==> src/hdl/font3x5_text_pixel_generator_defines.svh <==
// shared assertion macros for the font pixel generator
`ifndef FONT3X5_TEXT_PIXEL_GENERATOR_DEFINES_SVH
`define FONT3X5_TEXT_PIXEL_GENERATOR_DEFINES_SVH

// same-cycle implication, checked on clk outside reset
`define FNT_ASSERT_IMPLIES(lbl, ante, cons) \
  lbl: assert property (@(posedge clk) disable iff (!rst_n) (ante) |-> (cons)) \
    else $error("fnt assertion failed");

// next-cycle implication, checked on clk outside reset
`define FNT_ASSERT_NEXT(lbl, ante, cons) \
  lbl: assert property (@(posedge clk) disable iff (!rst_n) (ante) |=> (cons)) \
    else $error("fnt assertion failed");

`endif

==> src/hdl/fnt_pkg.sv <==
package fnt_pkg;

  localparam int GLYPH_COUNT = 36;
  localparam int GLYPH_ROWS  = 5;
  localparam int GLYPH_COLS  = 3;
  localparam int GLYPH_BITS  = GLYPH_ROWS * GLYPH_COLS;
  localparam int DIGIT_BASE  = 26;
  localparam int COORD_W     = 7;
  localparam int COLOUR_W    = 24;

  localparam logic [7:0] CHAR_A     = 8'h41;
  localparam logic [7:0] CHAR_Z     = 8'h5A;
  localparam logic [7:0] CHAR_0     = 8'h30;
  localparam logic [7:0] CHAR_9     = 8'h39;
  localparam logic [7:0] CHAR_SPACE = 8'h20;

  localparam logic [7:0] STEP_SPACE = 8'd2;
  localparam logic [7:0] STEP_GLYPH = 8'd4;

  typedef logic [GLYPH_BITS-1:0] pix_mask_t;
  typedef logic [5:0]            glyph_idx_t;

  // one character ready to be drawn: bit r*3+c of mask is row r, column c
  typedef struct packed {
    pix_mask_t             mask;
    logic [COORD_W-1:0]    col_base;
    logic [COORD_W-1:0]    row_base;
    logic [COLOUR_W-1:0]   colour;
  } job_t;

  // glyph rows top first, each 3-bit line with the leftmost column in bit 2
  function automatic logic [GLYPH_BITS-1:0] glyph_pack(input logic [2:0] l0,
                                                        input logic [2:0] l1,
                                                        input logic [2:0] l2,
                                                        input logic [2:0] l3,
                                                        input logic [2:0] l4);
    return {l4, l3, l2, l1, l0};
  endfunction

  localparam logic [GLYPH_BITS-1:0] FONT_ROM [GLYPH_COUNT] = '{
    glyph_pack(3'd2, 3'd5, 3'd7, 3'd5, 3'd5), glyph_pack(3'd6, 3'd5, 3'd6, 3'd5, 3'd6),
    glyph_pack(3'd3, 3'd4, 3'd4, 3'd4, 3'd3), glyph_pack(3'd6, 3'd5, 3'd5, 3'd5, 3'd6),
    glyph_pack(3'd7, 3'd4, 3'd6, 3'd4, 3'd7), glyph_pack(3'd7, 3'd4, 3'd6, 3'd4, 3'd4),
    glyph_pack(3'd3, 3'd4, 3'd5, 3'd5, 3'd3), glyph_pack(3'd5, 3'd5, 3'd7, 3'd5, 3'd5),
    glyph_pack(3'd7, 3'd2, 3'd2, 3'd2, 3'd7), glyph_pack(3'd1, 3'd1, 3'd1, 3'd5, 3'd3),
    glyph_pack(3'd5, 3'd6, 3'd4, 3'd6, 3'd5), glyph_pack(3'd4, 3'd4, 3'd4, 3'd4, 3'd7),
    glyph_pack(3'd5, 3'd7, 3'd7, 3'd5, 3'd5), glyph_pack(3'd6, 3'd5, 3'd5, 3'd5, 3'd5),
    glyph_pack(3'd2, 3'd5, 3'd5, 3'd5, 3'd2), glyph_pack(3'd6, 3'd5, 3'd6, 3'd4, 3'd4),
    glyph_pack(3'd2, 3'd5, 3'd5, 3'd6, 3'd3), glyph_pack(3'd6, 3'd5, 3'd6, 3'd5, 3'd5),
    glyph_pack(3'd3, 3'd4, 3'd2, 3'd1, 3'd6), glyph_pack(3'd7, 3'd2, 3'd2, 3'd2, 3'd2),
    glyph_pack(3'd5, 3'd5, 3'd5, 3'd5, 3'd7), glyph_pack(3'd5, 3'd5, 3'd5, 3'd5, 3'd2),
    glyph_pack(3'd5, 3'd5, 3'd5, 3'd7, 3'd5), glyph_pack(3'd5, 3'd5, 3'd2, 3'd5, 3'd5),
    glyph_pack(3'd5, 3'd5, 3'd2, 3'd2, 3'd2), glyph_pack(3'd7, 3'd1, 3'd2, 3'd4, 3'd7),
    glyph_pack(3'd7, 3'd5, 3'd5, 3'd5, 3'd7), glyph_pack(3'd2, 3'd6, 3'd2, 3'd2, 3'd7),
    glyph_pack(3'd7, 3'd1, 3'd7, 3'd4, 3'd7), glyph_pack(3'd7, 3'd1, 3'd7, 3'd1, 3'd7),
    glyph_pack(3'd5, 3'd5, 3'd7, 3'd1, 3'd1), glyph_pack(3'd7, 3'd4, 3'd7, 3'd1, 3'd7),
    glyph_pack(3'd7, 3'd4, 3'd7, 3'd5, 3'd7), glyph_pack(3'd7, 3'd1, 3'd2, 3'd4, 3'd4),
    glyph_pack(3'd7, 3'd5, 3'd7, 3'd5, 3'd7), glyph_pack(3'd7, 3'd5, 3'd7, 3'd1, 3'd7)
  };

endpackage

==> src/hdl/font3x5_text_pixel_generator.sv <==
// 3x5 font pixel generator
// in_*  : one character per request. in_tuser is the first-of-string flag, which
//         loads the cursor column from start_column before the glyph is drawn.
// out_* : one lit, on-matrix pixel per request, row-major from the glyph's top
//         left. out_tlast marks the last pixel of a character. Characters with
//         no visible pixel (space, unsupported codes, fully clipped glyphs)
//         give no output but still move the cursor (space by 2, others by 4).
// cfg_* : writes invert_text; 1 mirrors both axes. Write only while idle.
// The first pixel of a character goes from the decode register (loaded on the
// accepting edge) to the walker and then to the output register.
// Throughput: one pixel per cycle from the walker while out_tready does not
// stall it; a character holds the walker until all of its visible pixels (1 to
// 15) have gone. Characters with nothing to draw never reach the walker. A decode
// register in front lets the next character be taken while pixels still go out.
// A stalled out_tready holds the output register and, behind it, the walker
// and the decode register, which then drops in_tready.
// Reset (rst_n low, synchronous) clears the cursor, invert_text and all valids.
module font3x5_text_pixel_generator #(
  parameter int MATRIX_COLUMNS = 32,
  parameter int MATRIX_ROWS    = 16
) (
  input  logic        clk,
  input  logic        rst_n,
  input  logic        in_tvalid,
  output logic        in_tready,
  // char_code[7:0], start_column[15:8], top_row[23:16], pixel_colour[47:24]
  input  logic [47:0] in_tdata,
  // first_of_string
  input  logic        in_tuser,
  output logic        out_tvalid,
  input  logic        out_tready,
  // out_column[6:0], out_row[13:7], out_colour[37:14], zero fill[39:38]
  output logic [39:0] out_tdata,
  output logic        out_tlast,
  input  logic        cfg_valid,
  output logic        cfg_ready,
  input  logic        cfg_data
);

  logic          invert_r;
  logic          job_valid;
  logic          job_ready;
  fnt_pkg::job_t job;

  assign cfg_ready = 1'b1;

  always_ff @(posedge clk) begin
    if (!rst_n) begin
      invert_r <= 1'b0;
    end else if (cfg_valid && cfg_ready) begin
      invert_r <= cfg_data;
    end
  end

  fnt_decode #(
    .MATRIX_COLUMNS (MATRIX_COLUMNS),
    .MATRIX_ROWS    (MATRIX_ROWS)
  ) u_decode (
    .clk       (clk),
    .rst_n     (rst_n),
    .in_tvalid (in_tvalid),
    .in_tready (in_tready),
    .in_tdata  (in_tdata),
    .in_tuser  (in_tuser),
    .job_valid (job_valid),
    .job_ready (job_ready),
    .job       (job)
  );

  fnt_emit #(
    .MATRIX_COLUMNS (MATRIX_COLUMNS),
    .MATRIX_ROWS    (MATRIX_ROWS)
  ) u_emit (
    .clk         (clk),
    .rst_n       (rst_n),
    .invert_text (invert_r),
    .job_valid   (job_valid),
    .job_ready   (job_ready),
    .job         (job),
    .out_tvalid  (out_tvalid),
    .out_tready  (out_tready),
    .out_tdata   (out_tdata),
    .out_tlast   (out_tlast)
  );

endmodule

==> src/hdl/fnt_decode.sv <==
`include "font3x5_text_pixel_generator_defines.svh"

module fnt_decode #(
  parameter int MATRIX_COLUMNS = 32,
  parameter int MATRIX_ROWS    = 16
) (
  input  logic          clk,
  input  logic          rst_n,
  input  logic          in_tvalid,
  output logic          in_tready,
  input  logic [47:0]   in_tdata,
  input  logic          in_tuser,
  output logic          job_valid,
  input  logic          job_ready,
  output fnt_pkg::job_t job
);

  logic [7:0]  char_code;
  logic [7:0]  start_column;
  logic [7:0]  top_row;
  logic [23:0] pixel_colour;

  logic [7:0]  cursor_r;
  logic [7:0]  cursor_nxt;
  logic [7:0]  base_col;
  logic        job_valid_r;
  fnt_pkg::job_t job_r;

  logic                       in_fire;
  logic                       glyph_hit;
  fnt_pkg::glyph_idx_t        glyph_idx;
  logic [7:0]                 digit_off;
  logic [7:0]                 letter_off;
  logic [fnt_pkg::GLYPH_BITS-1:0] glyph_rows;
  logic signed [9:0]          col_sum [fnt_pkg::GLYPH_COLS];
  logic signed [9:0]          row_sum [fnt_pkg::GLYPH_ROWS];
  logic [fnt_pkg::GLYPH_COLS-1:0] col_ok;
  logic [fnt_pkg::GLYPH_ROWS-1:0] row_ok;
  fnt_pkg::pix_mask_t         vis_mask;

  assign char_code    = in_tdata[7:0];
  assign start_column = in_tdata[15:8];
  assign top_row      = in_tdata[23:16];
  assign pixel_colour = in_tdata[47:24];

  assign in_tready = !job_valid_r || job_ready;
  assign in_fire   = in_tvalid && in_tready;
  assign job_valid = job_valid_r;
  assign job       = job_r;

  assign base_col   = in_tuser ? start_column : cursor_r;
  assign cursor_nxt = base_col + ((char_code == fnt_pkg::CHAR_SPACE) ?
                                  fnt_pkg::STEP_SPACE : fnt_pkg::STEP_GLYPH);

  assign letter_off = char_code - fnt_pkg::CHAR_A;
  assign digit_off  = char_code - fnt_pkg::CHAR_0;

  always_comb begin
    glyph_hit = 1'b0;
    glyph_idx = '0;
    if (char_code >= fnt_pkg::CHAR_A && char_code <= fnt_pkg::CHAR_Z) begin
      glyph_hit = 1'b1;
      glyph_idx = letter_off[5:0];
    end else if (char_code >= fnt_pkg::CHAR_0 && char_code <= fnt_pkg::CHAR_9) begin
      glyph_hit = 1'b1;
      glyph_idx = 6'(fnt_pkg::DIGIT_BASE) + digit_off[5:0];
    end
  end

  assign glyph_rows = fnt_pkg::FONT_ROM[glyph_idx];

  // clip window test on the unmirrored coordinates
  always_comb begin
    for (int c = 0; c < fnt_pkg::GLYPH_COLS; c++) begin
      col_sum[c] = $signed({{2{base_col[7]}}, base_col}) + 10'(c);
      col_ok[c]  = (col_sum[c] >= 10'sd1) &&
                   (col_sum[c] <= $signed(10'(MATRIX_COLUMNS)));
    end
    for (int r = 0; r < fnt_pkg::GLYPH_ROWS; r++) begin
      row_sum[r] = $signed({{2{top_row[7]}}, top_row}) + 10'(r);
      row_ok[r]  = (row_sum[r] >= 10'sd1) &&
                   (row_sum[r] <= $signed(10'(MATRIX_ROWS)));
    end
    for (int r = 0; r < fnt_pkg::GLYPH_ROWS; r++) begin
      for (int c = 0; c < fnt_pkg::GLYPH_COLS; c++) begin
        vis_mask[r*fnt_pkg::GLYPH_COLS + c] =
          glyph_hit && row_ok[r] && col_ok[c] &&
          glyph_rows[r*fnt_pkg::GLYPH_COLS + (fnt_pkg::GLYPH_COLS - 1 - c)];
      end
    end
  end

  always_ff @(posedge clk) begin
    if (!rst_n) begin
      cursor_r    <= '0;
      job_valid_r <= 1'b0;
    end else if (in_fire) begin
      cursor_r    <= cursor_nxt;
      // characters with nothing visible leave no request behind
      job_valid_r <= (vis_mask != '0);
    end else if (job_ready) begin
      job_valid_r <= 1'b0;
    end
  end

  always_ff @(posedge clk) begin
    if (in_fire) begin
      job_r.mask     <= vis_mask;
      job_r.col_base <= base_col[fnt_pkg::COORD_W-1:0];
      job_r.row_base <= top_row[fnt_pkg::COORD_W-1:0];
      job_r.colour   <= pixel_colour;
    end
  end

  `FNT_ASSERT_IMPLIES(a_job_has_pixels, job_valid_r, job_r.mask != '0)
  `FNT_ASSERT_NEXT(a_space_step,
    in_fire && !in_tuser && char_code == fnt_pkg::CHAR_SPACE,
    cursor_r == $past(cursor_r) + fnt_pkg::STEP_SPACE)
  `FNT_ASSERT_NEXT(a_cursor_hold, !in_fire, cursor_r == $past(cursor_r))

endmodule

==> src/hdl/fnt_emit.sv <==
`include "font3x5_text_pixel_generator_defines.svh"

module fnt_emit #(
  parameter int MATRIX_COLUMNS = 32,
  parameter int MATRIX_ROWS    = 16
) (
  input  logic          clk,
  input  logic          rst_n,
  input  logic          invert_text,
  input  logic          job_valid,
  output logic          job_ready,
  input  fnt_pkg::job_t job,
  output logic          out_tvalid,
  input  logic          out_tready,
  output logic [39:0]   out_tdata,
  output logic          out_tlast
);

  fnt_pkg::pix_mask_t                mask_r;
  fnt_pkg::pix_mask_t                rest;
  logic [fnt_pkg::COORD_W-1:0]       col_base_r;
  logic [fnt_pkg::COORD_W-1:0]       row_base_r;
  logic [fnt_pkg::COLOUR_W-1:0]      colour_r;

  logic                              out_valid_r;
  logic                              out_last_r;
  logic [fnt_pkg::COORD_W-1:0]       out_col_r;
  logic [fnt_pkg::COORD_W-1:0]       out_row_r;
  logic [fnt_pkg::COLOUR_W-1:0]      out_colour_r;

  logic                              emit;
  logic                              found;
  logic [2:0]                        sel_row;
  logic [fnt_pkg::GLYPH_COLS-1:0]    sel_line;
  logic [1:0]                        sel_col;
  logic [fnt_pkg::COORD_W-1:0]       px;
  logic [fnt_pkg::COORD_W-1:0]       py;
  logic [fnt_pkg::COORD_W-1:0]       col_nxt;
  logic [fnt_pkg::COORD_W-1:0]       row_nxt;

  assign emit      = (mask_r != '0) && (!out_valid_r || out_tready);
  assign rest      = mask_r & (mask_r - 1'b1);
  assign job_ready = (mask_r == '0) || (emit && rest == '0);

  // lowest set bit in row-major order: first non-empty row, then its left column
  always_comb begin
    found    = 1'b0;
    sel_row  = '0;
    sel_line = '0;
    for (int r = 0; r < fnt_pkg::GLYPH_ROWS; r++) begin
      if (!found && (|mask_r[r*fnt_pkg::GLYPH_COLS +: fnt_pkg::GLYPH_COLS])) begin
        found    = 1'b1;
        sel_row  = 3'(r);
        sel_line = mask_r[r*fnt_pkg::GLYPH_COLS +: fnt_pkg::GLYPH_COLS];
      end
    end
    if (sel_line[0]) begin
      sel_col = 2'd0;
    end else if (sel_line[1]) begin
      sel_col = 2'd1;
    end else begin
      sel_col = 2'd2;
    end
  end

  assign px      = col_base_r + 7'(sel_col);
  assign py      = row_base_r + 7'(sel_row);
  assign col_nxt = invert_text ? (7'(MATRIX_COLUMNS + 1) - px) : px;
  assign row_nxt = invert_text ? (7'(MATRIX_ROWS + 1) - py) : py;

  always_ff @(posedge clk) begin
    if (!rst_n) begin
      mask_r      <= '0;
      out_valid_r <= 1'b0;
    end else begin
      if (job_valid && job_ready) begin
        mask_r <= job.mask;
      end else if (emit) begin
        mask_r <= rest;
      end
      if (emit) begin
        out_valid_r <= 1'b1;
      end else if (out_tready) begin
        out_valid_r <= 1'b0;
      end
    end
  end

  always_ff @(posedge clk) begin
    if (job_valid && job_ready) begin
      col_base_r <= job.col_base;
      row_base_r <= job.row_base;
      colour_r   <= job.colour;
    end
    if (emit) begin
      out_col_r    <= col_nxt;
      out_row_r    <= row_nxt;
      out_colour_r <= colour_r;
      out_last_r   <= (rest == '0);
    end
  end

  assign out_tvalid = out_valid_r;
  assign out_tlast  = out_last_r;
  assign out_tdata  = {2'b00, out_colour_r, out_row_r, out_col_r};

  `FNT_ASSERT_NEXT(a_emit_loads_output, emit, out_valid_r)
  `FNT_ASSERT_IMPLIES(a_more_pending, out_valid_r && !out_last_r, mask_r != '0)
  `FNT_ASSERT_IMPLIES(a_column_range, out_valid_r,
    out_col_r >= 7'd1 && out_col_r <= 7'(MATRIX_COLUMNS))

endmodule

==> config.mk <==
export PLATFORM = sky130hd
export DESIGN_NAME = font3x5_text_pixel_generator
export DESIGN_NICKNAME = d
export VERILOG_FILES = /design/src/hdl/fnt_pkg.sv /design/src/hdl/font3x5_text_pixel_generator.sv /design/src/hdl/fnt_decode.sv /design/src/hdl/fnt_emit.sv
export VERILOG_INCLUDE_DIRS = /design/src /design/src/hdl
export SDC_FILE = /design/constraint.sdc
export NUM_CORES = 1
export LEC_CHECK = 0
export BUFFER_PORTS_ARGS = -buffer_cell sky130_fd_sc_hd__clkbuf_2
export CORE_ASPECT_RATIO = 0.5
export CORE_MARGIN = 2
export CORE_UTILIZATION = 40
export CTS_BUF_LIST = sky130_fd_sc_hd__clkbuf_2 sky130_fd_sc_hd__clkbuf_4 sky130_fd_sc_hd__clkbuf_8
export CTS_CLUSTER_SIZE = 8
export DETAILED_ROUTE_END_ITERATION = 6
export PLACE_DENSITY = 0.67
export RECOVER_POWER = 50
export SLEW_MARGIN = 0
export SYNTH_ARGS = -nofsm -noshare
export SYNTH_HDL_FRONTEND = slang
export SYNTH_SLANG_ARGS = --single-unit
==> constraint.sdc <==
create_clock -name clk -period 4.9 [get_ports clk]
set_clock_uncertainty 0.1 [all_clocks]
set_input_delay 0.98 -clock clk [delete_from_list [all_inputs] [get_ports clk]]
set_output_delay 0.98 -clock clk [all_outputs]
set_load 0.02 [all_outputs]
Word level (Yosys, flattened, before mapping)
Memories as Yosys holds them, arrays and structs flattened.
Index checks and enable logic that the tools add are counted.
Storage, ports and cells
  register bits after elaboration: 156
  ROM bits: 960
  input bits: 55
  output and inout bits: 44
  word-level logic and storage cells: 161
  memories kept: 1
Cells by class
  $add $sub $neg: 15
  $lt $le $gt $ge: 21
  equal/unequal tests: 1
  multiplexer cells: 31
  bitwise gates (word level): 2
  reductions and logical operators: 74
Memories
  (no name shown): depth 64, width 15, read ports 1, clocked after memory_dff 0, wr ports 0, line fnt_decode.sv:70  | assign glyph_rows = fnt_pkg::FONT_ROM[glyph_idx];
Operators with widths (number)
  $ge A10 B2 Y1 const B: 6
  $mux W15: 4
  $logic_and A1 B1 Y1: 53
  $le A10 B6 Y1 const B: 4
  $logic_not A15 Y1: 2
  $reduce_bool A15 Y1: 2
  $add A8 B3 Y9 const B: 3
  $le A10 B7 Y1 const B: 2
  $add A8 B2 Y9 const B: 2
  $mux W2: 9
  $ge A8 B2 Y1 const B: 2
  $le A8 B6 Y1 const B: 2
  $le A8 B7 Y1 const B: 2
  $and A15 B15 Y15: 1
  $reduce_or A3 Y1: 5
  $sub A15 B1 Y15 const B: 1
  $mux W7: 2
  $mux W6: 2
  $mux W1: 11
  $add A8 B4 Y9 const B: 1
  $add A8 B3 Y8: 1
  $eq A8 B6 Y1 const B: 1
  $ge A8 B6 Y1 const B: 1
  $ge A8 B7 Y1 const B: 1
  other kinds (14): 24

Longest topological paths before layout
Gate-level depths: netlist of the first run.
  depth after elaboration: 19
  depth in mapped cells: 16

Cells and area by module
Synthesis of the first run repeated with hierarchy kept, for this count alone.
Unflattened totals
  cells, all modules: 802
  area, all modules: 8764.7 um2
Modules (own cells, without submodules)
  fnt_decode: times used 1, cells each 494, area an instance 4694.5 um2
  fnt_emit: times used 1, cells each 303, area an instance 4022.6 um2
  font3x5_text_pixel_generator: times used 1, cells each 5, area an instance 47.5 um2

Least setup slack after synthesis of the first run
OpenSTA, ideal clock, no wires.
  path type: in2reg
  start: in in_tuser
  end: reg u_decode.job_valid_r (netlist: u_decode.job_valid)
  setup time: 0.081 ns
  data arrival time: 4.038 ns
  required time: 4.719 ns
  setup slack: 0.682 ns
  stages on the path: 15
  cells stage by stage: buf_2 -> buf_2 -> buf_2 -> mux2i_1 -> inv_1 -> ha_1 -> or4b_1 -> nand2_1 -> o211ai_1 -> a221oi_1 -> a31oi_1 -> or2_1 -> nor3b_1 -> a2111oi_2 -> a41oi_1
Between the ends
  longest elaborated chain between the ends: 8
  elaborated cells on any way between the ends: 44
  those cells by class: add/sub (2); order compare (6); mux (2); reduce/logical (34)
RTL lines
  start: declaration: line font3x5_text_pixel_generator.sv:29  | input logic in_tuser,
  $mux W8 (*): line fnt_decode.sv:51  | assign base_col = in_tuser ? start_column : cursor_r;
  via u_decode.base_col[1]: line fnt_decode.sv:25  | logic [7:0] base_col;
  $add A8 B2 Y9 or $add A8 B3 Y9 (tied branches): line fnt_decode.sv:75  | col_sum[c] = $signed({{2{base_col[7]}}, base_col}) + 10'(c);
  $ge A10 B2 Y1 or $le A10 B7 Y1 (tied branches): line fnt_decode.sv:76, fnt_decode.sv:77
  $logic_and A1 B1 Y1: line fnt_decode.sv:76  | col_ok[c] = (col_sum[c] >= 10'sd1) &&
  $logic_and A1 B1 Y1 (2 in series): line fnt_decode.sv:87  | glyph_hit && row_ok[r] && col_ok[c] &&
  $reduce_bool A15 Y1 (*): line fnt_decode.sv:100  | job_valid_r <= (vis_mask != '0);
  $mux W1 (*): line fnt_decode.sv:97  | end else if (in_fire) begin
  end signal: assignment: line fnt_decode.sv:100
  end: declaration: line fnt_decode.sv:26  | logic job_valid_r;
Mark *: on every way through the listed nets, which the timed path passes. The rest lies on a longest branch.
A chain may end at the register's enable or synchronous reset.

Final worst setup path of the first run
  start: in in_tdata[1]
  end: reg u_decode.job_valid_r (netlist: u_decode.job_valid)
Between the ends
  longest elaborated chain between the ends: 11
  elaborated cells on any way between the ends: 54
  those cells by class: add/sub (3); order compare (4); mux (7); bitwise (1); reduce/logical (38); memory (1)
RTL lines
  start: declaration: line font3x5_text_pixel_generator.sv:27  | input logic [47:0] in_tdata,
  $sub A6 B6 Y6, or another cell as far along: line fnt_decode.sv:56  | assign digit_off = char_code - fnt_pkg::CHAR_0;
  $add A5 B6 Y6 or $logic_and A1 B1 Y1 (tied branches): line fnt_decode.sv:66, fnt_decode.sv:64
  $mux W6: line fnt_decode.sv:64  | end else if (char_code >= fnt_pkg::CHAR_0 && char_code <= fnt_pkg::CHAR_9) begin
  $mux W6: line fnt_decode.sv:61  | if (char_code >= fnt_pkg::CHAR_A && char_code <= fnt_pkg::CHAR_Z) begin
  $not A6 Y7 (implied by the code): line fnt_decode.sv:70
  $mem_v2 Z64 W15
  $mux W15 (implied by the code) (2 in series): line fnt_decode.sv:70
  $logic_and A1 B1 Y1: line fnt_decode.sv:87
  $reduce_bool A15 Y1 (*): line fnt_decode.sv:100
  $mux W1 (*): line fnt_decode.sv:97
Every way passes the cells marked *; elsewhere a longest branch is shown, timed or not. The select of a mux whose other input is x is not followed.

==> metrics.sh, run 1 <==
FINALHOLDVIOLCOUNT=0
SYNTH-MAIN-FF-CELL='edfxtp_1'
YS_WARN_COUNT=0
GRT_SETUP_UNREPAIRED='false'
CRITPATHMAXSTAGEDELAY_PS=530
CLK_TRANSITION_REPORTED_PATHS_PS=90
WORSTPATHCELLLIST='clkbuf_2 -> inv_1 -> ha_1 -> or3b_1 -> o32a_1 -> a22oi_2 -> ha_1 -> a21oi_1 -> a221oi_2 -> nor4b_1 -> a41o_1 -> nor4_2 -> a41oi_1'
DESIGN.DIE.AREA_UM2=22100
DETAILEDROUTE.FIRSTITERATIONVIOLATIONS=553
GRT_START_MAX_NET_PINS=54
SYNTH.AVG_CELL_AREA_UM2=11.0
CRITPATHARRIVALTIME_PS=4480
FINALNETCOUNT=928
GRT_PASS1_WL_UM=29100
SYNTH-EDFF-COUNT=130
POWER_W=0.00279
H-TREE-DEPTH=4
MAPPEDNETLISTAREA_UM2=8330
NFILLCELLS=1893
NETLIST_INSTANCES=754
DRC=0
CTSLONGESTPATHBUFFERS=2
ASYNC_RESET_FF_SHARE_PCT=0
HOLD_BUFFERS=0
KIND_OF_END_POINT_OF_THE_CRITICAL_PATH='flip-flop'
DRIVE_GT1_SHARE_PCT=12.6
FP.DIEW_UM=208
VIOLATED_CHECKS='capacitance limit, slew limit'
CRITPATHTOPFAMILY='compound AO/OA/AOI/OAI gates'
ROUTED_VIAS_INST=5.45
FLOORPLAN.DIE.HEIGHT_UM=106
WORSTPATHREQUIRED_PS=5100
CELL_INTERNAL_POWER_W=0.00203
FINALSETUPTNS_PS=0
TIMING_WORST_SLEW_PIN_VALUE_PS=2140
SYNTH_AREA_LEADERS='edfxtp_1 (47%), dfxtp_1 (6.2%), ha_1 (3.9%)'
TIMING.FINAL.CRIT_SHARE_PCT=87.4
CP.BUFFERS_INVERTERS=2
CLOCKROOTBUFFER='clkbuf_8'
WORST-SETUP-PATH-TYPE='input port to flip-flop'
WORST_R2R_STARTPOINT='u_decode.cursor_r[2]$_SDFFE_PN0P_'
CPMOSTUSEDCELL='ha_1'
POWER.IR.VDD_WORST_uV=145
LKG_PWR_nW=3.40
WIRELENGTH_UM=18200
WORST_HOLD_STARTPOINT='u_decode.job[32]$_DFFE_PP_'
ANTENNA_VIOLATIONS_BEFORE_REPAIR=0
STATUS='finished with violations'
REPORTED_NET_SWITCHING_POWER_W=0.000758
TIMING.HOLD.WORST.CLASS='flip-flop to flip-flop'
TRITONCTS.NUM_BUFFERS=17
GRT-OVFL-TOTAL=0
FLOORPLAN.CORE_AREA_UM2=20500
MAXCLOCKFREQUENCY_MHz=234
MAX_CAP_VIOLATIONS=2
YOSYS_REGISTER_BITS=156
DP_HPWL_UM=13000
REPORT.FINAL.SETUP_VIOL=0
DRV_SLEW=88
EFFECTIVE_UTILIZATION_AT_FLOORPLAN_PCT=40.6
INSERTION_DELAY_PS=440
P_PER_AREA_nW_PER_UM2=298
MIN_DELAY_PATH_DEPTH=0
GRT_PASS1_VIAS=5587
TIMING.FINAL.CRIT_PERIOD_PS=4280
RELSLEWSLACK_PCT=-42.4
NUMCLOCKSINKS=156
CRIT_PATH_START_KIND='input port'
WORST-PATH-MAX-FANOUT=11
SHARE_OF_TOTAL_POWER_IN_COMBINATIONAL_LOGIC_PCT=10.9
SHARE_CLK_OF_TOTAL_POWER_PCT=35.1
ANTENNADIODECOUNT=0
SETUP.REG_TO_REG.WORST_SLACK_PS=1290
SYNTHDISTINCTLIBCELLS=92
DR.PASS1.ITERS=5
TOTAL_ROUTING_USAGE_REPORTED_BY_GLOBAL_ROUTING_PCT=16.4
CRITICAL-PATH-SLOWEST-CELL='a22oi_2'
SYNTHTOLAYOUTAREAGROWTH_PCT=12.4
POST-SYNTH-TOP-AREA-FRACTION_PCT=46.9
PLACEMENT_ROWS=37
IOS=99
TRITONCTS='done'
SWITCHING_SHARE_PCT=27.2
POSTROUTEANTENNANETS=0
GP_CONGESTION=0.940
SEQ_POWER_SHARE_PCT=54.0
REGISTER_AREA_SHARE_AFTER_SYNTHESIS_PCT=53.1
R2R_END='u_decode.job_valid$_SDFFE_PN0P_'
TIMING.CRITICAL_PATH.FROM='in_tdata[1]'
TIMING.REG2REG.WORST_PATH_DEPTH=12
SYNTH_TOP_CELL_BY_AREA='edfxtp_1'
WIRE_PER_INST_UM=16.1
POST-CTS-SETUP-BUFFERS=0
NUMBER_OF_INSTANCES_RESIZED_DURING_POST_CTS_REPAIR=0
HOLD-PATH-ENDPOINT='u_emit.col_base_r[1]$_DFFE_PP_'
VIA_COUNT=6153
PORT_BUFFERS=95
## cell families (layout without fill, tap and decap cells)
family | Yosys count | in the layout | synth area share [%]
other | 2 | 3 | 0.0902
DFF | 156 | 156 | 53.1
buffers and inverters | 63 | 165 | 4.01
xor gates and xnor gates | 34 | 34 | 3.57
AOI/OAI and AO/OA | 176 | 176 | 15.3
adders and majority gates | 32 | 32 | 4.99
muxes | 17 | 17 | 2.09
and+or+nand+nor | 274 | 274 | 16.9
## synthesized netlist by cell type (5+ instances only)
master and number:
dfxtp_1 26, o22ai_1 7, nand2b_1 8, inv_1 24
clkbuf_1 12, and4_1 7, a21o_1 5, nor2b_1 8
nor2_1 52, edfxtp_1 130, a211oi_1 6, nor4b_1 5
buf_2 8, o21ai_1 6, nand4_1 12, mux2i_1 14
nand2_1 85, a31oi_1 7, a21oi_1 29, nand3_1 30
o221ai_1 5, xor2_1 17, o21ai_0 40, o211ai_1 11
or3_1 8, or4_1 5, buf_6 9, nor3_1 21
ha_1 26, xnor2_1 17
## cells in the final DEF (no fill, tap or decap), drive strengths merged, types with 5 or more instances in the layout
cell and count:
xnor2 17, buf 10, a21o 5, ha 26, or3 8, dfxtp 26, nor3 22, inv 33
nand3 30, edfxtp 130, nand2b 8, o221ai 5, nand4 12, a21oi 30, or4 5, mux2i 14
a211oi 6, xor2 17, o211ai 11, nor4b 5, nor3b 5, nor4 6, nand2 85, a221oi 5
o21ai 47, nor2 53, and4 7, clkinv 5, o22ai 7, nor2b 8, a31oi 7, clkbuf 114
## final cells by class
class / count / area, um^2 / area share, %
well taps: 273 / 342 / 3.65
flip-flops and latches: 156 / 4420 / 47.2
repair buffers: 106 / 498 / 5.32
multi-input cells: 536 / 3580 / 38.2
inverters: 27 / 106 / 1.14
clock inverters: 14 / 176 / 1.88
clock buffers: 18 / 241 / 2.58
## how the worst max path moves through the flow
stage | cells past startpoint | slack (ps) | end
floorplan | 15 | 680 | u_decode.job_valid$_SDFFE_PN0P_
global placement | 13 | 320 | u_decode.job_valid$_SDFFE_PN0P_
detailed placement | 13 | 230 | u_decode.job_valid$_SDFFE_PN0P_
CTS | 7 | 690 | in_tready
global route | 13 | 490 | u_decode.job_valid$_SDFFE_PN0P_
finish | 13 | 620 | u_decode.job_valid$_SDFFE_PN0P_
## power by group through the flow
stage / combinational [W] / clock [W] / sequential [W]
6_report: 0.000304 / 0.000978 / 0.00150
5_1_grt: 0.000335 / 0.00105 / 0.00151
4_1_cts: 0.000305 / 0.00100 / 0.00150
3_5_place_dp: 0.000304 / 0 / 0.00154
3_3_place_gp: 0.000303 / 0 / 0.00153
2_1_floorplan: 0.000204 / 0 / 0.00154
## registers in the layout, indices dropped and copies added (netlist names)
register,flops
u_decode.job,53
u_emit.colour_r,24
u_emit.out_colour_r,24
u_emit.mask_r,15
u_decode.cursor_r,8
u_emit.col_base_r,7
u_emit.out_col_r,7
u_emit.out_row_r,7
u_emit.row_base_r,7
invert_r,1
u_decode.job_valid,1
u_emit.out_tlast,1
u_emit.out_tvalid,1
## stage by stage
stage                     util [%]  cell area (um^2)  std cells  setup WS (ps)  hold WS, ps
after global placement        44.0              9020       1098            317          301
after global routing          45.7              9360       1130            494          321
final                         45.7              9360       1130            619          321
after detailed placement      44.0              9020       1098            225          305
after floorplan                  -              8330        755            682          300
after CTS                     46.0              9440       1130            692          318
## per-layer routing
metal	vias to the layer above	GRT usage [%]	part of all wire, %
li1	3038	-	-
met1	2915	23.3	49
met2	184	26.3	45
met3	16	2.57	4.4
met4	0	4.37	1.1
met5	-	0	0
Note: power is estimated with default switching activity, not from simulation.
==> run 2: changes to the inputs <==
--- a/config.mk
+++ b/config.mk
@@ -6,6 +6,7 @@
 export SDC_FILE = /design/constraint.sdc
 export NUM_CORES = 1
 export LEC_CHECK = 0
+export ABC_AREA = 1
 export BUFFER_PORTS_ARGS = -buffer_cell sky130_fd_sc_hd__clkbuf_2
 export CORE_ASPECT_RATIO = 0.5
 export CORE_MARGIN = 2
==> run 2 against run 1 <==
The flow still finishes with violations (capacitance limit, slew limit); sequential share of layout area is 1.4 points lower; setup slack better by 350 ps; non-clock buffer count is 9 lower; sequential cell count stayed put; wire length is 0.10% lower; worst hold slack worse by 4.8 ps; combinational power grew to 4.4 times the previous value; largest cell class unchanged; highest routed layer unchanged.
==> metrics.sh, run 2 <==
GRT-OVFL-TOTAL=0
GROUTE.LAYER.MET3.USAGE_PCT=3.05
IOS=99
KIND_OF_END_POINT_OF_THE_CRITICAL_PATH='output port'
DESIGN.DIE.AREA_UM2=22900
POST-CTS-SETUP-BUFFERS=0
CRITPATHMAXSTAGEDELAY_PS=360
TIMING.REG2REG.WORST_PATH_DEPTH=18
WORSTPATHCELLLIST='nor2_2 -> nand2_2 -> nor2_1 -> nand3_1 -> nor2_1 -> a21oi_1 -> nor3_2 -> nand3_2 -> o211ai_2 -> clkbuf_2'
REGISTER_AREA_SHARE_AFTER_SYNTHESIS_PCT=51.0
TIMING_WORST_SLEW_PIN_VALUE_PS=2230
CP.BUFFERS_INVERTERS=1
CRITPATHTOPFAMILY='simple AND/OR/NAND/NOR gates'
VIA_COUNT=6692
TIMING.HOLD.WORST.CLASS='flip-flop to flip-flop'
H-TREE-DEPTH=4
INSERTION_DELAY_PS=440
SYNTH-EDFF-COUNT=130
FINALNETCOUNT=1166
WORSTPATHREQUIRED_PS=3820
HOLD-PATH-ENDPOINT='u_emit.row_base_r[1]$_DFFE_PP_'
WORST_R2R_STARTPOINT='u_emit.mask_r[1]$_SDFFE_PN0P_'
LKG_PWR_nW=4.37
YOSYS.CELL_COUNT.TOP_TYPE='nand2_1'
DR.PASS1.ITERS=4
CLOCKROOTBUFFER='clkbuf_8'
CPMOSTUSEDCELL='nor2_1'
PORT_BUFFERS=95
FINAL_CELLS=1394
GRT_PASS1_WL_UM=29800
TRITONCTS='done'
YOSYS_REGISTER_BITS=156
TIMING.FINAL.CRIT_SHARE_PCT=80.3
SYNTHDISTINCTLIBCELLS=51
NUMBER_OF_INSTANCES_RESIZED_DURING_POST_CTS_REPAIR=0
POST-SYNTH-TOP-AREA-FRACTION_PCT=45.0
CRIT_PATH_START_KIND='flip-flop'
EFFECTIVE_UTILIZATION_AT_FLOORPLAN_PCT=40.4
ANTENNADIODECOUNT=0
CRITICAL_PATH_CELL_COUNT=10
MAXCLOCKFREQUENCY_MHz=254
WORST_HOLD_STARTPOINT='u_decode.job[25]$_DFFE_PP_'
DRC=0
PLACEMENT_ROWS=38
FIN_UTIL_PCT=45.0
NFILLCELLS=2058
DETAILEDPLACE.WORSTSLACK_PS=987
REPORT.FINAL.SETUP_VIOL=0
GLOBALROUTEMET1UTIL_PCT=22.0
LAYOUT.CELLS.MOST_COMMON_LIST='nand2_1 (248), inv_1 (138), edfxtp_1 (130)'
MAX_CAP_VIOLATIONS=1
WIRELENGTH_UM=18200
WORST-SETUP-PATH-TYPE='flip-flop to output port'
WIRE_PER_INST_UM=13.1
POWER.IR.VDD_WORST_uV=236
GRTUSAGEMET2_PCT=27.3
GRT_START_MAX_NET_PINS=62
DP_HPWL_UM=13500
CTSLONGESTPATHBUFFERS=2
SYNTH-MAIN-FF-CELL='edfxtp_1'
FINALSETUPTNS_PS=0
GP_CONGESTION=0.929
ROUTED_VIAS_INST=4.80
DRIVE_GT1_SHARE_PCT=11.5
FINAL_CELL_AREA_UM2=9650
LAYOUT_COMMONEST_CELL='nand2_1'
R2R_END='u_emit.out_col_r[6]$_DFFE_PP_'
FP.DIEW_UM=212
NUMCLOCKSINKS=156
MAPPEDNETLISTAREA_UM2=8670
STATUS='finished with violations'
VIOLATED_CHECKS='capacitance limit, slew limit'
TRITONCTS.NUM_BUFFERS=17
FINAL_CRITICAL_PATH_SETUP_SLACK_PS=966
WORST-PATH-MAX-FANOUT=5
LARGEST_REGISTER_FFS=53
TIMING.FINAL.CRIT_PERIOD_PS=3930
CRITICAL-PATH-SLOWEST-CELL='dfxtp_1'
NUMPLACEDINSTANCES=1363
SYNTHTOLAYOUTAREAGROWTH_PCT=11.3
GRT_SETUP_UNREPAIRED='false'
NETLIST_INSTANCES=988
MIN_DELAY_PATH_DEPTH=0
GLOBAL_ROUTE.PEAK_USAGE_LAYER='met2'
DRV_SLEW=40
POST_SYNTH_MOST_FREQUENT_CELLS='nand2_1 (248), inv_1 (138), edfxtp_1 (130)'
SYNTH_AREA_LEADERS='edfxtp_1 (45%), nand2_1 (11%), dfxtp_1 (6.0%)'
CRITPATHARRIVALTIME_PS=2850
SYNTH.AVG_CELL_AREA_UM2=8.77
FLOORPLAN.CORE_AREA_UM2=21400
YS_WARN_COUNT=0
SYNTH_TOP_CELL_BY_AREA='edfxtp_1'
POSTROUTEANTENNANETS=0
RELSLEWSLACK_PCT=-49.0
CLK_TRANSITION_REPORTED_PATHS_PS=80
ANTENNA_VIOLATIONS_BEFORE_REPAIR=0
DETAILEDROUTE.FIRSTITERATIONVIOLATIONS=556
HOLD_BUFFERS=0
TOTAL_ROUTING_USAGE_REPORTED_BY_GLOBAL_ROUTING_PCT=16.4
FLOORPLAN.DIE.HEIGHT_UM=108
GRT_PASS1_VIAS=6147
FINALHOLDVIOLCOUNT=0
P_PER_AREA_nW_PER_UM2=425
SETUP.REG_TO_REG.WORST_SLACK_PS=1120
ASYNC_RESET_FF_SHARE_PCT=0
PLACED_AREA_UM2=9380
## run 2: cell types whose count changed after synthesis, sizes merged, moves of 14 or more
cell,before,now
mux2i,14,0
nor2,53,115
nand2,85,263
nand3,30,99
inv,25,140
nor3,22,5
## run 2: cell type report
| cell class | count | area (um^2) | share of cell area, % |
|---|---|---|---|
| sequential | 156 | 4420 | 45.8 |
| multi-input combinational | 667 | 3510 | 36.3 |
| inverter | 143 | 539 | 5.59 |
| timing repair buffer | 97 | 424 | 4.39 |
| tap | 300 | 375 | 3.89 |
| clock buffer | 18 | 241 | 2.50 |
| clock inverter | 13 | 141 | 1.46 |
## run 2: metrics by stage
stage                     total power, W  hold WS, ps
after floorplan                  0.00288          300
after global placement           0.00324          301
after detailed placement         0.00328          305
after CTS                        0.00422          318
after global routing             0.00438          324
final                            0.00410          316
## run 2: worst max path at each step
| stage | startpoint | endpoint |
|---|---|---|
| floorplan | out_tready | u_decode.job[0]$_DFFE_PP_ |
| global placement | in_tdata[1] | u_decode.job_valid$_SDFFE_PN0P_ |
| detailed placement | in_tdata[1] | u_decode.job_valid$_SDFFE_PN0P_ |
| CTS | u_emit.mask_r[1]$_SDFFE_PN0P_ | in_tready |
| global route | u_emit.mask_r[1]$_SDFFE_PN0P_ | in_tready |
| finish | u_emit.mask_r[1]$_SDFFE_PN0P_ | in_tready |
## run 2: per-layer routing
metal	up-vias	part of all wire [%]
li1	3425	-
met1	3091	48
met2	161	47
met3	15	4.0
met4	0	1.2
met5	-	0
## run 2: power breakdown
part | internal, W | leakage [nW] | switching [W]
Sequential | 0.00176 | 1.48 | 0.0000834
Combinational | 0.000386 | 2.70 | 0.000947
Clock | 0.000459 | 0.193 | 0.000472
Total | 0.00260 | 4.37 | 0.00150
## run 2: worst register-to-register path, cell delays in order (launching register included)
cell and delay (ps):
dfxtp_1 360, nor2_2 140, nand2_2 70, nor2_1 260
nand3_1 220, nor2_1 300, inv_1 120, o211ai_1 250
inv_1 70, nor2_1 120, ha_1 170, inv_1 60
fa_1 420, nand3b_1 200, xor2_1 260, nand4_1 130
nand3_1 110, xor2_1 150, inv_1 50
## run 2: cells by family after synthesis
| family | Yosys count | synth area share [%] |
|---|---|---|
| XOR/XNOR | 33 | 3.33 |
| AND/OR/NAND/NOR | 519 | 27.2 |
| buffers and inverters | 166 | 8.11 |
| flip-flops | 156 | 51.0 |
| adder cells (fa/ha/maj) | 29 | 4.45 |
| other | 2 | 0.0866 |
| AO/OA/AOI/OAI | 83 | 5.79 |
==> run 3: changes to the inputs <==
--- a/config.mk
+++ b/config.mk
@@ -14,7 +14,7 @@
 export CTS_BUF_LIST = sky130_fd_sc_hd__clkbuf_2 sky130_fd_sc_hd__clkbuf_4 sky130_fd_sc_hd__clkbuf_8
 export CTS_CLUSTER_SIZE = 8
 export DETAILED_ROUTE_END_ITERATION = 6
-export PLACE_DENSITY = 0.67
+export PLACE_DENSITY = 0.69
 export RECOVER_POWER = 50
 export SLEW_MARGIN = 0
 export SYNTH_ARGS = -nofsm -noshare
==> constraint.sdc (replaced) <==
create_clock -name clk -period 3.5 [get_ports clk]
set_clock_uncertainty 0.1 [all_clocks]
set_input_delay 0.7 -clock clk [delete_from_list [all_inputs] [get_ports clk]]
set_output_delay 0.7 -clock clk [all_outputs]
set_load 0.02 [all_outputs]
==> run 3 against run 2 <==
The flow now finishes without violations; via count up 1.4%; worst hold slack better by 0.76 ps; register-to-register slack lost 900 ps; count of clock-buffer cells in the layout down 1; combinational power is 53% higher; setup slack got worse by 750 ps; core utilization grew 1.3 points; clock power is 27% higher; final cell count increased by 1.9%; sequential cell count did not move.
==> metrics.sh, run 3 (synthesis results as in run 2) <==
STATUS='completed'
GRT-OVFL-TOTAL=0
LKG_PWR_nW=4.54
ANTENNA_VIOLATIONS_BEFORE_REPAIR=0
GP_CONGESTION=0.888
NUMPLACEDINSTANCES=1383
MAXCLOCKFREQUENCY_MHz=305
ROUTED_VIAS_INST=4.78
WORST-PATH-MAX-FANOUT=5
LAYOUT.CELLS.MOST_COMMON_LIST='nand2_1 (248), inv_1 (135), edfxtp_1 (130)'
RELSLEWSLACK_PCT=47.6
SYNTHTOLAYOUTAREAGROWTH_PCT=14.5
DRV_SLEW=0
TIMING_WORST_SLEW_PIN_VALUE_PS=777
PLACEMENT_ROWS=38
H-TREE-DEPTH=4
INSERTION_DELAY_PS=450
DETAILEDROUTE.FIRSTITERATIONVIOLATIONS=485
CLOCKROOTBUFFER='clkbuf_8'
CRITPATHARRIVALTIME_PS=3390
LAYOUT_COMMONEST_CELL='nand2_1'
FLOORPLAN.CORE_AREA_UM2=21400
FINALNETCOUNT=1192
WORST-SETUP-PATH-TYPE='flip-flop to flip-flop'
FP.DIEW_UM=212
TIMING.FINAL.CRIT_PERIOD_PS=3280
HOLD_BUFFERS=0
POWER.IR.VDD_WORST_uV=312
VIA_COUNT=6788
DR.PASS1.ITERS=5
GRT_PASS1_VIAS=6489
DP_HPWL_UM=14500
SEQ_POWER_SHARE_PCT=44.3
CELL_INTERNAL_POWER_W=0.00361
REPORT.FINAL.SETUP_VIOL=0
FINAL_CRITICAL_PATH_SETUP_SLACK_PS=217
KIND_OF_END_POINT_OF_THE_CRITICAL_PATH='flip-flop'
DETAILEDPLACE.WORSTSLACK_PS=-12.2
LARGEST_REGISTER_FFS=53
CRIT_PATH_START_KIND='flip-flop'
SHARE_OF_TOTAL_POWER_IN_COMBINATIONAL_LOGIC_PCT=35.3
WIRE_PER_INST_UM=13.3
FINAL_CELLS=1420
P_PER_AREA_nW_PER_UM2=583
TOTAL_ROUTING_USAGE_REPORTED_BY_GLOBAL_ROUTING_PCT=17.3
TIMING.HOLD.WORST.CLASS='flip-flop to flip-flop'
FINALHOLDVIOLCOUNT=0
POSTROUTEANTENNANETS=0
SWITCHING_SHARE_PCT=37.6
WIRELENGTH_UM=18900
REPORTED_NET_SWITCHING_POWER_W=0.00218
GRT_START_MAX_NET_PINS=40
TIMING.FINAL.CRIT_SHARE_PCT=93.8
SHARE_CLK_OF_TOTAL_POWER_PCT=20.4
FIN_UTIL_PCT=46.3
NUMCLOCKSINKS=156
EFFECTIVE_UTILIZATION_AT_FLOORPLAN_PCT=40.4
FINAL_CELL_AREA_UM2=9920
DESIGN.DIE.AREA_UM2=22900
GRT_PASS1_WL_UM=31200
FINAL.HOLD.WORST_SLACK_PS=317
DRC=0
TRITONCTS.NUM_BUFFERS=17
WORSTPATHREQUIRED_PS=3600
IOS=99
PORT_BUFFERS=95
CLK_TRANSITION_REPORTED_PATHS_PS=90
ANTENNADIODECOUNT=0
MAX_CAP_VIOLATIONS=0
DRIVE_GT1_SHARE_PCT=16.6
FLOORPLAN.DIE.HEIGHT_UM=108
PLACED_AREA_UM2=9560
CTSLONGESTPATHBUFFERS=2
TRITONCTS='done'
## run 3: cell types whose count changed in the layout (fill, tap and decap cells not counted), sizes merged
cell | previous run | this run
bufinv | 2 | 0
clkinv | 9 | 7
clkbuf | 114 | 113
clkinvlp | 1 | 4
inv | 144 | 146
buf | 1 | 27
## run 3: metal layers
| layer | track usage, % | up-vias | wire length [um] |
|---|---|---|---|
| met2 | 29.5 | 181 | 8910 |
| met3 | 2.85 | 18 | 899 |
| met5 | 0 | - | 0 |
| met4 | 5.18 | 0 | 230 |
| li1 | - | 3455 | - |
| met1 | 22.7 | 3134 | 8890 |
## run 3: power by group through the flow
stage	Sequential (W)	Combinational, W	Clock [W]
2_1_floorplan	0.00291	0.00112	0
3_3_place_gp	0.00260	0.00197	0
3_5_place_dp	0.00261	0.00200	0
4_1_cts	0.00256	0.00201	0.00122
5_1_grt	0.00261	0.00228	0.00130
6_report	0.00256	0.00204	0.00118
## run 3: worst paths after layout
path                            depth (start not counted)                                to                          start  slack, ps
worst max-delay path                                   18     u_emit.out_col_r[6]$_DFFE_PP_  u_emit.mask_r[1]$_SDFFE_PN0P_        220
worst min-delay path                                    0  u_emit.out_colour_r[8]$_DFFE_PP_   u_emit.colour_r[8]$_DFFE_PP_        320
worst max register to register                         18     u_emit.out_col_r[6]$_DFFE_PP_  u_emit.mask_r[1]$_SDFFE_PN0P_        220
worst min register to register                          0  u_emit.out_colour_r[8]$_DFFE_PP_   u_emit.colour_r[8]$_DFFE_PP_        320
## run 3: repair_timing
action                     CTS  global route
gates resized for setup      0            12
buffers inserted             0             6
setup endpoints to repair    0             5
## run 3: final cells by class
| class | count | area, um^2 |
|---|---|---|
| clock buffers | 17 | 234 |
| clock inverters | 14 | 111 |
| fillers | 2067 | 11500 |
| inverters | 143 | 539 |
| multi-input cells | 667 | 3570 |
| flip-flops and latches | 156 | 4430 |
| well taps | 300 | 375 |
| repair buffers | 123 | 666 |
## run 3: metrics by stage
step	TNS, ps	power (W)
2_1_floorplan	0	0.00403
3_3_place_gp	0	0.00456
3_5_place_dp	-12.2	0.00461
4_1_cts	0	0.00580
5_1_grt	-60.8	0.00619
6_report	0	0.00578
## run 3: worst max-delay path: stages, from the launching register on
cell,delay (ps)
dfxtp_2,350
nor2_2,110
nand2_2,80
nor2_4,130
nand3_4,110
nor2_4,180
inv_2,60
o211ai_1,220
inv_1,80
nor2_2,130
ha_2,190
inv_1,60
fa_2,360
nand3b_1,220
xor2_2,240
nand4_1,110
nand3_1,110
xor2_1,160
inv_1,50
